`config.mk`:
```
export PLATFORM = sky130hd
export DESIGN_NAME = bmhq_ctrl
export DESIGN_NICKNAME = d
export VERILOG_FILES = /design/src/rtl/bmhq_pkg.sv /design/src/rtl/bmhq_ctrl.sv
export SDC_FILE = /design/constraint.sdc
export NUM_CORES = 1
export LEC_CHECK = 0
export BUFFER_PORTS_ARGS = -buffer_cell sky130_fd_sc_hd__clkbuf_2
export CAP_MARGIN = 20
export CORE_MARGIN = 2
export CORE_UTILIZATION = 49
export CTS_BUF_LIST = sky130_fd_sc_hd__clkbuf_16
export DETAILED_ROUTE_END_ITERATION = 10
export PLACE_DENSITY = 0.86
export SLEW_MARGIN = 20
export SYNTH_ARGS = -nofsm -noshare
export SYNTH_HDL_FRONTEND = slang
export SYNTH_SLANG_ARGS = --single-unit
```
`constraint.sdc`:
```
create_clock -name clk -period 6.66 [get_ports clk]
set_input_delay 0.666 -clock clk [delete_from_list [all_inputs] [get_ports clk]]
set_output_delay 0.666 -clock clk [all_outputs]
set_load 0.005 [all_outputs]
```
`src/rtl/bmhq_pkg.sv`:
```
`timescale 1ns / 1ps
// Shared types and constants for the binary min-heap priority queue.
package bmhq_pkg;

  localparam int CAPACITY_DEF   = 1024;
  localparam int SCORE_BITS_DEF = 32;
  localparam int TAG_BITS_DEF   = 32;

  localparam int FUNC_W   = 3;
  localparam int VALUE_W  = 32;
  localparam int SCORE_W  = 32;
  localparam int INDEX_W  = 10;
  localparam int STATUS_W = 2;
  localparam int COUNT_W  = 11;
  localparam int LIMIT_W  = 11;

  localparam logic [LIMIT_W-1:0] LIMIT_RESET = 11'd1024;

  typedef enum logic [FUNC_W-1:0] {
    FN_PUSH    = 3'd0,
    FN_POP     = 3'd1,
    FN_PUSHPOP = 3'd2,
    FN_PEEK    = 3'd3,
    FN_LOOKUP  = 3'd4
  } func_t;

  typedef enum logic [STATUS_W-1:0] {
    STAT_OK        = 2'd0,
    STAT_OVERFLOW  = 2'd1,
    STAT_UNDERFLOW = 2'd2,
    STAT_RANGE     = 2'd3
  } status_t;

  typedef enum logic [2:0] {
    ST_IDLE,
    ST_ROOT_RD,
    ST_ROOT_LD,
    ST_UP_RD,
    ST_UP_CMP,
    ST_DN_RD,
    ST_DN_CMP,
    ST_RESP
  } state_t;

endpackage

```
`src/rtl/bmhq_ctrl.sv`:
```
`timescale 1ns / 1ps
// Request sequencer with sift-up and sift-down over the heap memory.
module bmhq_ctrl import bmhq_pkg::*; #(
  parameter int CAPACITY   = CAPACITY_DEF,
  parameter int SCORE_BITS = SCORE_BITS_DEF,
  parameter int TAG_BITS   = TAG_BITS_DEF
) (
  input  logic                              clk,
  input  logic                              rst,
  input  logic                              start,
  output logic                              busy,
  input  logic [FUNC_W-1:0]                 func,
  input  logic [VALUE_W-1:0]                item_value,
  input  logic signed [SCORE_W-1:0]         item_score,
  input  logic [INDEX_W-1:0]                entry_index,
  output logic                              done,
  output logic [STATUS_W-1:0]               status,
  output logic [VALUE_W-1:0]                out_value,
  output logic signed [SCORE_W-1:0]         out_score,
  output logic [COUNT_W-1:0]                entry_count,
  input  logic                              cfg_valid,
  output logic                              cfg_ready,
  input  logic [LIMIT_W-1:0]                capacity_limit,
  output logic                              wr_en,
  output logic [$clog2(CAPACITY)-1:0]       wr_addr,
  output logic [SCORE_BITS+TAG_BITS-1:0]    wr_data,
  output logic [$clog2(CAPACITY)-1:0]       rd_addr_a,
  output logic [$clog2(CAPACITY)-1:0]       rd_addr_b,
  input  logic [SCORE_BITS+TAG_BITS-1:0]    rd_data_a,
  input  logic [SCORE_BITS+TAG_BITS-1:0]    rd_data_b
);

  localparam int ENTRY_W = SCORE_BITS + TAG_BITS;
  localparam int IDX_W   = $clog2(CAPACITY);
  localparam int CNT_W   = $clog2(CAPACITY + 1);
  localparam int CH_W    = IDX_W + 2;
  localparam int LCMP_W  = (CNT_W > LIMIT_W) ? CNT_W : LIMIT_W;
  localparam int ICMP_W  = (CNT_W > INDEX_W) ? CNT_W : INDEX_W;

  state_t               state;
  state_t               state_next;
  logic [CNT_W-1:0]     count;
  logic [CNT_W-1:0]     count_next;
  logic [LIMIT_W-1:0]   limit;
  func_t                fn;
  func_t                fn_in;
  logic [ENTRY_W-1:0]   item;
  logic [ENTRY_W-1:0]   item_in;
  logic [INDEX_W-1:0]   idx;
  logic [IDX_W-1:0]     at;
  logic [ENTRY_W-1:0]   cur;
  status_t              res_status;
  logic [ENTRY_W-1:0]   res_entry;

  logic                 accept;
  logic                 full;
  logic                 empty;
  logic                 oob;
  logic signed [SCORE_BITS-1:0] cur_score;
  logic signed [SCORE_BITS-1:0] a_score;
  logic signed [SCORE_BITS-1:0] b_score;
  logic signed [SCORE_BITS-1:0] pick_score;
  logic                 up_less;
  logic [IDX_W-1:0]     parent_idx;
  logic [CH_W-1:0]      l_idx;
  logic [CH_W-1:0]      r_idx;
  logic                 l_in;
  logic                 r_in;
  logic                 pick_b;
  logic [ENTRY_W-1:0]   pick_entry;
  logic [CH_W-1:0]      pick_idx;
  logic                 dn_less;
  logic signed [SCORE_BITS-1:0] res_score;

  assign accept  = start && (state == ST_IDLE);
  assign fn_in   = func_t'(func);
  assign item_in = {item_score[SCORE_BITS-1:0], item_value[TAG_BITS-1:0]};

  assign full  = (LCMP_W'(count) >= LCMP_W'(limit)) || (count >= CNT_W'(CAPACITY));
  assign empty = (count == '0);
  assign oob   = (ICMP_W'(entry_index) >= ICMP_W'(count));

  assign cur_score = cur[ENTRY_W-1 -: SCORE_BITS];
  assign a_score   = rd_data_a[ENTRY_W-1 -: SCORE_BITS];
  assign b_score   = rd_data_b[ENTRY_W-1 -: SCORE_BITS];

  assign up_less    = cur_score < a_score;
  assign parent_idx = IDX_W'((at - IDX_W'(1)) >> 1);

  assign l_idx      = CH_W'({at, 1'b1});
  assign r_idx      = l_idx + CH_W'(1);
  assign l_in       = l_idx < CH_W'(count);
  assign r_in       = r_idx < CH_W'(count);
  assign pick_b     = r_in && (b_score < a_score);
  assign pick_entry = pick_b ? rd_data_b : rd_data_a;
  assign pick_idx   = pick_b ? r_idx : l_idx;
  assign pick_score = pick_entry[ENTRY_W-1 -: SCORE_BITS];
  assign dn_less    = pick_score < cur_score;

  always_comb begin
    count_next = count;
    if (accept) begin
      case (fn_in)
        FN_PUSH: begin
          if (!full) begin
            count_next = count + CNT_W'(1);
          end
        end
        FN_POP: begin
          if (!empty) begin
            count_next = count - CNT_W'(1);
          end
        end
        default: begin
          count_next = count;
        end
      endcase
    end
  end

  always_comb begin
    state_next = state;
    case (state)
      ST_IDLE: begin
        if (start) begin
          case (fn_in)
            FN_PUSH:    state_next = full ? ST_RESP : ST_UP_RD;
            FN_POP:     state_next = empty ? ST_RESP : ST_ROOT_RD;
            FN_PUSHPOP: state_next = empty ? ST_RESP : ST_ROOT_RD;
            FN_PEEK:    state_next = empty ? ST_RESP : ST_ROOT_RD;
            FN_LOOKUP:  state_next = oob ? ST_RESP : ST_ROOT_RD;
            default:    state_next = ST_RESP;
          endcase
        end
      end
      ST_ROOT_RD: state_next = ST_ROOT_LD;
      ST_ROOT_LD: begin
        case (fn)
          FN_POP:     state_next = empty ? ST_RESP : ST_DN_RD;
          FN_PUSHPOP: state_next = ST_DN_RD;
          default:    state_next = ST_RESP;
        endcase
      end
      ST_UP_RD:  state_next = (at == '0) ? ST_RESP : ST_UP_CMP;
      ST_UP_CMP: state_next = up_less ? ST_UP_RD : ST_RESP;
      ST_DN_RD:  state_next = l_in ? ST_DN_CMP : ST_RESP;
      ST_DN_CMP: state_next = dn_less ? ST_DN_RD : ST_RESP;
      ST_RESP:   state_next = ST_IDLE;
      default:   state_next = ST_IDLE;
    endcase
  end

  always_comb begin
    busy      = (state != ST_IDLE);
    done      = (state == ST_RESP);
    cfg_ready = 1'b1;
    wr_en     = 1'b0;
    wr_addr   = at;
    wr_data   = cur;
    rd_addr_a = '0;
    rd_addr_b = count[IDX_W-1:0];
    case (state)
      ST_ROOT_RD: begin
        rd_addr_a = (fn == FN_LOOKUP) ? IDX_W'(idx) : '0;
      end
      ST_UP_RD: begin
        rd_addr_a = parent_idx;
        wr_en     = (at == '0);
      end
      ST_UP_CMP: begin
        wr_en   = 1'b1;
        wr_data = up_less ? rd_data_a : cur;
      end
      ST_DN_RD: begin
        rd_addr_a = l_idx[IDX_W-1:0];
        rd_addr_b = r_idx[IDX_W-1:0];
        wr_en     = !l_in;
      end
      ST_DN_CMP: begin
        wr_en   = 1'b1;
        wr_data = dn_less ? pick_entry : cur;
      end
      default: begin
        wr_en = 1'b0;
      end
    endcase
  end

  always_ff @(posedge clk) begin
    if (rst) begin
      state <= ST_IDLE;
      count <= '0;
      limit <= LIMIT_RESET;
    end else begin
      state <= state_next;
      count <= count_next;
      if (cfg_valid) begin
        limit <= capacity_limit;
      end
    end
  end

  always_ff @(posedge clk) begin
    case (state)
      ST_IDLE: begin
        if (start) begin
          fn         <= fn_in;
          item       <= item_in;
          idx        <= entry_index;
          res_entry  <= '0;
          cur        <= item_in;
          at         <= count[IDX_W-1:0];
          case (fn_in)
            FN_PUSH:    res_status <= full ? STAT_OVERFLOW : STAT_OK;
            FN_POP:     res_status <= empty ? STAT_UNDERFLOW : STAT_OK;
            FN_PUSHPOP: res_status <= empty ? STAT_UNDERFLOW : STAT_OK;
            FN_PEEK:    res_status <= empty ? STAT_UNDERFLOW : STAT_OK;
            FN_LOOKUP:  res_status <= oob ? STAT_RANGE : STAT_OK;
            default:    res_status <= STAT_OK;
          endcase
        end
      end
      ST_ROOT_LD: begin
        res_entry <= rd_data_a;
        at        <= '0;
        cur       <= (fn == FN_POP) ? rd_data_b : item;
      end
      ST_UP_CMP: begin
        if (up_less) begin
          at <= parent_idx;
        end
      end
      ST_DN_CMP: begin
        if (dn_less) begin
          at <= pick_idx[IDX_W-1:0];
        end
      end
      default: begin
        at <= at;
      end
    endcase
  end

  assign res_score   = res_entry[ENTRY_W-1 -: SCORE_BITS];
  assign status      = res_status;
  assign out_value   = VALUE_W'(res_entry[TAG_BITS-1:0]);
  assign out_score   = SCORE_W'(res_score);
  assign entry_count = COUNT_W'(count);

endmodule

```
# After elaboration in Yosys (flattened, before gate mapping)
# Index checks and enable logic that the tools add are counted.
[word_totals] reg_bits=242 elab_cells=96 input_bits=220
[op_classes] n_lt_le_gt_ge=8 add_sub_neg=4 n_eq_ne=19 n_reduce_logical=18 muxes=37
[op_table] operator="two-way mux 64 bit" n=6
[op_table] operator="one-hot mux 64 bit (2 select lines)" n=3
[op_table] operator="< comparator 32 bit" n=3
[op_table] operator="two-way mux 10 bit" n=6
[op_table] operator="one-hot mux 10 bit (4 select lines)" n=1
[op_table] operator="one-hot mux 10 bit (3 select lines)" n=1
[op_table] operator="one-hot mux 3 bit (8 select lines)" n=1
[op_table] operator="two-way mux 11 bit" n=2
[op_table] operator="one-hot mux 11 bit (2 select lines)" n=1
[op_table] operator="== test 3 bit (second input constant)" n=6
[op_table] operator="== test 3 x 2 -> 1 bit (second input constant)" n=5
[op_table] operator="two-way mux 3 bit" n=5
[op_table] operator="adder 11 x 1 -> 12 bit (second input constant)" n=1
[op_table] operator="< comparator 12 x 11 -> 1 bit" n=1
[op_table] operator="adder 11 x 1 -> 11 bit (second input constant)" n=1
[op_table] operator="greater-or-equal comparator 10 x 11 -> 1 bit" n=1
[op_table] operator="greater-or-equal comparator 11 bit" n=1
[op_table] operator="greater-or-equal comparator 11 bit (second input constant)" n=1
[op_table] operator="zero test 11 bit" n=1
[op_table] operator="< comparator 11 bit" n=1
[op_table] operator="subtractor 11 x 1 -> 11 bit (second input constant)" n=1
[op_table] operator="zero test 10 bit" n=1
[op_table] operator="two-way mux 2 bit" n=5
[op_table] operator="inequality test 2 bit (second input constant)" n=5
[op_table] operator="18 further kinds" n=26

# Depth between registers and ports, before layout
[depth] ltp_word=7 mapped_depth=26

# Worst setup path after synthesis
# No wires, ideal clock.
[synth_timing] path_kind="register to register" from="register at[0] (netlist: wr_addr[0])" to="register at[0] (netlist: wr_addr[0]), enable pin" setup_ns=0.397 t_arrival_ns=6.421 required_time_ns=6.263 path_slack_ns=-0.158 path_stages_with_launch=24 path_cell_list="edfxtp_1 -> clkbuf_1 -> nand3_1 -> nor2_1 -> and3_1 -> nand3_1 -> xnor2_1 -> ha_1 -> nand3_1 -> a211oi_1 -> nor3b_1 -> a21oi_1 -> clkbuf_1 -> mux2_2 -> ha_1 -> a21oi_1 -> nor2b_1 -> o21ai_0 -> a21oi_1 -> o41a_1 -> or4b_2 -> a2111oi_0 -> o21ai_0 -> a311oi_1"
[synth_via] elab_chain_cells=7
[synth_rtl] element="start: declaration" line_no="bmhq_ctrl.sv:50" text="logic [IDX_W-1:0] at;"
[synth_rtl] element="start signal: assignment" line_no="bmhq_ctrl.sv:212" text="at <= count[IDX_W-1:0];"
[synth_rtl] element="start signal: assignment" line_no="bmhq_ctrl.sv:230" text="at <= parent_idx;"
[synth_rtl] element="start signal: assignment" line_no="bmhq_ctrl.sv:235" text="at <= pick_idx[IDX_W-1:0];"
[synth_rtl] element="adder 11 x 1 -> 12 bit" line_no="bmhq_ctrl.sv:91" text="assign r_idx = l_idx + CH_W'(1);"
[synth_rtl] element="< comparator 12 x 11 -> 1 bit" line_no="bmhq_ctrl.sv:93" text="assign r_in = r_idx < CH_W'(count);"
[synth_rtl] element="logical AND 1 bit" line_no="bmhq_ctrl.sv:94" text="assign pick_b = r_in && (b_score < a_score);"
[synth_rtl] element="two-way mux 64 bit" line_no="bmhq_ctrl.sv:95" text="assign pick_entry = pick_b ? rd_data_b : rd_data_a;"
[synth_rtl] element="< comparator 32 bit" line_no="bmhq_ctrl.sv:98" text="assign dn_less = pick_score < cur_score;"
[synth_rtl] element="inequality test 2 bit (no line)"
[synth_rtl] element="AND reduction 4 bit (no line)"
# No other way between the ends.
# A chain may end at the register's enable or synchronous reset.

# Worst setup path in the final report
[layout_timing] from="register at[0] (netlist: wr_addr[0])" to="output port wr_data[20]"
[layout_via] elab_chain_cells=7
[layout_rtl] element="adder 11 x 1 -> 12 bit *" line_no="bmhq_ctrl.sv:91"
[layout_rtl] element="< comparator 12 x 11 -> 1 bit *" line_no="bmhq_ctrl.sv:93"
[layout_rtl] element="logical AND 1 bit *" line_no="bmhq_ctrl.sv:94"
[layout_rtl] element="two-way mux 64 bit *" line_no="bmhq_ctrl.sv:95"
[layout_rtl] element="< comparator 32 bit" line_no="bmhq_ctrl.sv:98"
[layout_rtl] element="two-way mux 64 bit *" line_no="bmhq_ctrl.sv:181" text="wr_data = dn_less ? pick_entry : cur;"
[layout_rtl] element="one-hot mux 64 bit (2 select lines) *" line_no="bmhq_ctrl.sv:162" text="case (state)"
[layout_rtl] element="end: declaration" line_no="bmhq_ctrl.sv:26" text="output logic [SCORE_BITS+TAG_BITS-1:0] wr_data,"
# Mark *: on every way between the ends. The rest lies on a longest branch, timed or not.

==> impl_metrics.py <==
metrics = {
    "timing": {
        "relSlewSlack_pct": 32.0,
        "tightestPinTransition_ns": 1.02,
        "finalCriticalPeriod_ns": 7.39,
        "finalHoldViolCount": 0,
        "fin_skew_ns": 0.0179,
        "layout_worst_path_cycle_share_pct": 111,
        "fmax_mhz": 135,
        "setup_viol": 64,
        "rsz0062_at_grt": "yes",
        "drv_slew": 0,
        "fin_ws_ns": -0.729,
    },
    "finish": {
        "seq_area_um2": 7020,
        "drive_gt1_share_pct": 37.1,
        "nFillCells": 2308,
        "layout.nets": 2368,
        "mostFrequentLayoutCell": "clkbuf_2",
        "final_area_um2": 21000,
        "multi_input_area_um2": 8300,
        "mostFrequentLayoutCells": "clkbuf_2, edfxtp_1, buf_4, ha_1, nor2_1",
        "synthToLayoutAreaGrowth_pct": 35.6,
    },
    "power": {
        "p_sw_mw": 2.27,
        "seqPwrFrac_pct": 33.2,
        "p_leak_nw": 9.22,
        "intPower_mw": 4.28,
        "swShare_pct": 34.6,
        "power.clock.fraction_pct": 25.5,
        "power.density_nw_per_um2": 312,
        "comb_power_share_pct": 41.3,
        "peakVddDrop_v": 0.000193,
    },
    "cts": {
        "cts_buffers": 28,
        "htree_levels": 1,
        "clk_pin_slew_ns": 0.06,
        "cts_buffer_depth": 3,
        "cts_root_buf": "clkbuf_16",
        "clk_latency_ns": 0.56,
        "cts_tree": "done",
        "cts.sinks": 242,
        "cts_hold_buf": 0,
    },
    "setup_path": {
        "slowest_delay_ns": 0.51,
        "cp_data_arrival_time_ns": 6.72,
        "worst_setup_path_start_kind": "flop",
        "path_class": "reg2out",
        "cp_num_buf_inv": 5,
        "cp-end-kind": "output pin",
        "cpMaxStageDelayCell": "or4b_4",
        "cp.required_ns": 5.99,
        "crit_fanout": 13,
        "crit_family": "compound AO/OA/AOI/OAI gates",
    },
    "routing": {
        "avgViaCountPerCell": 5.90,
        "wl_um": 51500,
        "highest_layer": "met4",
        "via_count": 14300,
        "ant_nets": 0,
        "firstDrtPassIters": 5,
        "drt_iter0_markers": 1446,
        "drc_errors": 0,
        "wl_met3_um": 4070,
        "route.met2.wl_um": 24600,
        "wl_met1_um": 20600,
        "routedWlPerCell_um": 21.2,
    },
    "placement": {
        "place_area_um2": 19100,
        "portBuffers": 393,
        "place.gp.congestion": 0.967,
        "preCtsSetupSlack_ns": -0.587,
        "detailed_place_hpwl_um": 36900,
    },
    "floorplanning": {
        "rows": 65,
        "core_um2": 31400,
        "io-pin-count": 395,
        "die_area_um2": 33100,
        "start_util_pct": 49.4,
        "fp.dieW_um": 182,
        "die_y_um": 182,
    },
    "yosys": {
        "ys_seq_elements": 242,
        "syn_inst": 1453,
        "ys_types": 69,
        "synth-edff-count": 217,
        "synth_fp_nets": 1820,
        "netlist_area_um2": 15500,
        "synth-main-ff-cell": "edfxtp_1",
        "ys_seq_area_share_pct": 45.2,
        "yosysWarnings": 0,
        "async_flop_share_pct": 0,
        "avgSynthCellArea_um2": 10.7,
    },
    "status": {
        "status": "finished with violations",
        "violations": "setup timing",
    },
    "global_route": {
        "grt_use_total_pct": 28.8,
        "grt.overflow.total": 0,
        "grt_antenna_before_repair": 2,
        "grt_pass1_vias": 14200,
        "grt_pass1_wl_um": 75400,
        "grt_max_degree": 104,
    },
    "worst_hold_path": {
        "worstHoldPathType": "in2reg",
    },
    "flow_run": {
        "cap_viol_max_count": 0,
    },
}
[what timing repair did]
item | CTS | global route
setup buffers | 8 | 15
setup endpoints to repair | 74 | 74
pin swaps | 16 | 38
cloned | 2 | 7
resized for setup | 33 | 81
[per-layer routing]
metal / track usage, % / vias up
met5: 0 / -
met1: 36.8 / 6836
met2: 48.4 / 781
met4: 11.5 / 0
met3: 5.29 / 174
li1: - / 6539
[worst paths after layout]
path,from,end,slack [ns],cells past startpoint
setup / recovery,wr_addr[0]$_DFFE_PP_,wr_data[20],-0.73,27
hold / removal,item_value[17],item[17]$_DFFE_PP_,0.29,1
setup reg to reg,wr_addr[0]$_DFFE_PP_,wr_addr[2]$_DFFE_PP_,0.25,26
hold reg to reg,limit[10]$_SDFFE_PP1P_,limit[10]$_SDFFE_PP1P_,0.49,2
[through the flow]
| step | hold slack, ns | util (%) | TNS, ns | total power, mW | cells |
|---|---|---|---|---|---|
| 2_1_floorplan | 0.459 | - | 0 | 3.53 | 1453 |
| 3_3_place_gp | 0.472 | 60.9 | -29.13 | 4.47 | 2344 |
| 3_5_place_dp | 0.485 | 60.9 | -33.78 | 4.55 | 2344 |
| 4_1_cts | 0.277 | 65.2 | -42.68 | 6.32 | 2405 |
| 5_1_grt | 0.277 | 67.0 | -61.53 | 6.88 | 2426 |
| 6_report | 0.291 | 67.0 | -42.21 | 6.56 | 2427 |
[registers in the layout (all words and copies together) (netlist names)]
| signal | count |
|---|---|
| status | 2 |
| idx | 10 |
| entry_count | 11 |
| limit | 11 |
| cur | 64 |
| item | 64 |
| wr_addr | 10 |
| res_entry | 64 |
| fn | 3 |
| state | 3 |
[synth_stat cells (3+ instances only)]
cell	number	area [um^2]
mux2i_1	88	881
nor2b_1	9	56.3
nor3_1	13	65.1
xnor2_1	20	175
edfxtp_1	217	6520
and2_1	71	444
or2_2	3	18.8
buf_4	5	37.5
a221o_1	36	360
nor2_1	121	454
nand4_1	15	93.8
a31oi_1	4	25.0
xor2_1	13	114
a21oi_1	110	551
nand3_1	13	65.1
o21a_1	17	128
dfxtp_1	25	500
nand2b_1	11	68.8
a2111o_1	3	33.8
clkbuf_1	50	188
a211oi_1	9	67.6
a2bb2oi_1	3	26.3
buf_2	15	75.1
mux2_2	33	372
and3_1	5	31.3
a22o_1	7	61.3
o21ai_0	54	270
a21o_1	26	195
ha_1	146	1830
nor3b_1	36	270
a22oi_1	38	285
o31ai_1	32	240
a211o_1	3	26.3
nand2_1	44	165
inv_1	99	372
nor4_1	8	50.1
buf_1	11	41.3
[cells by family after synthesis]
| logic type | Yosys count | share of synthesized area, % |
|---|---|---|
| AO/OA/AOI/OAI | 367 | 16.1 |
| XOR/XNOR | 33 | 1.86 |
| multiplexers | 121 | 8.07 |
| AND/OR/NAND/NOR | 361 | 12.1 |
| other | 1 | 0.0242 |
| adder cells (fa/ha/maj) | 147 | 11.9 |
| flip-flops | 242 | 45.2 |
| buffers and inverters | 181 | 4.67 |
[power groups by stage]
| stage | registers (mW) | clock network [mW] | logic [mW] |
|---|---|---|---|
| global route | 2.20 | 1.75 | 2.92 |
| finish | 2.18 | 1.67 | 2.71 |
| CTS | 2.17 | 1.69 | 2.46 |
| detailed placement | 2.19 | 0 | 2.36 |
| floorplan | 2.19 | 0 | 1.33 |
| global placement | 2.18 | 0 | 2.29 |
[area by class of cell]
cell class,instances,share of cell area (%)
antenna,2,0.0238
inverter,99,1.77
timing repair buffer,600,18.2
multi-input combinational,1030,39.5
clock buffer,28,3.33
tap,402,2.39
sequential,242,33.4
clock inverter,24,1.45
No activity file was read; power rests on OpenSTA's default activity.
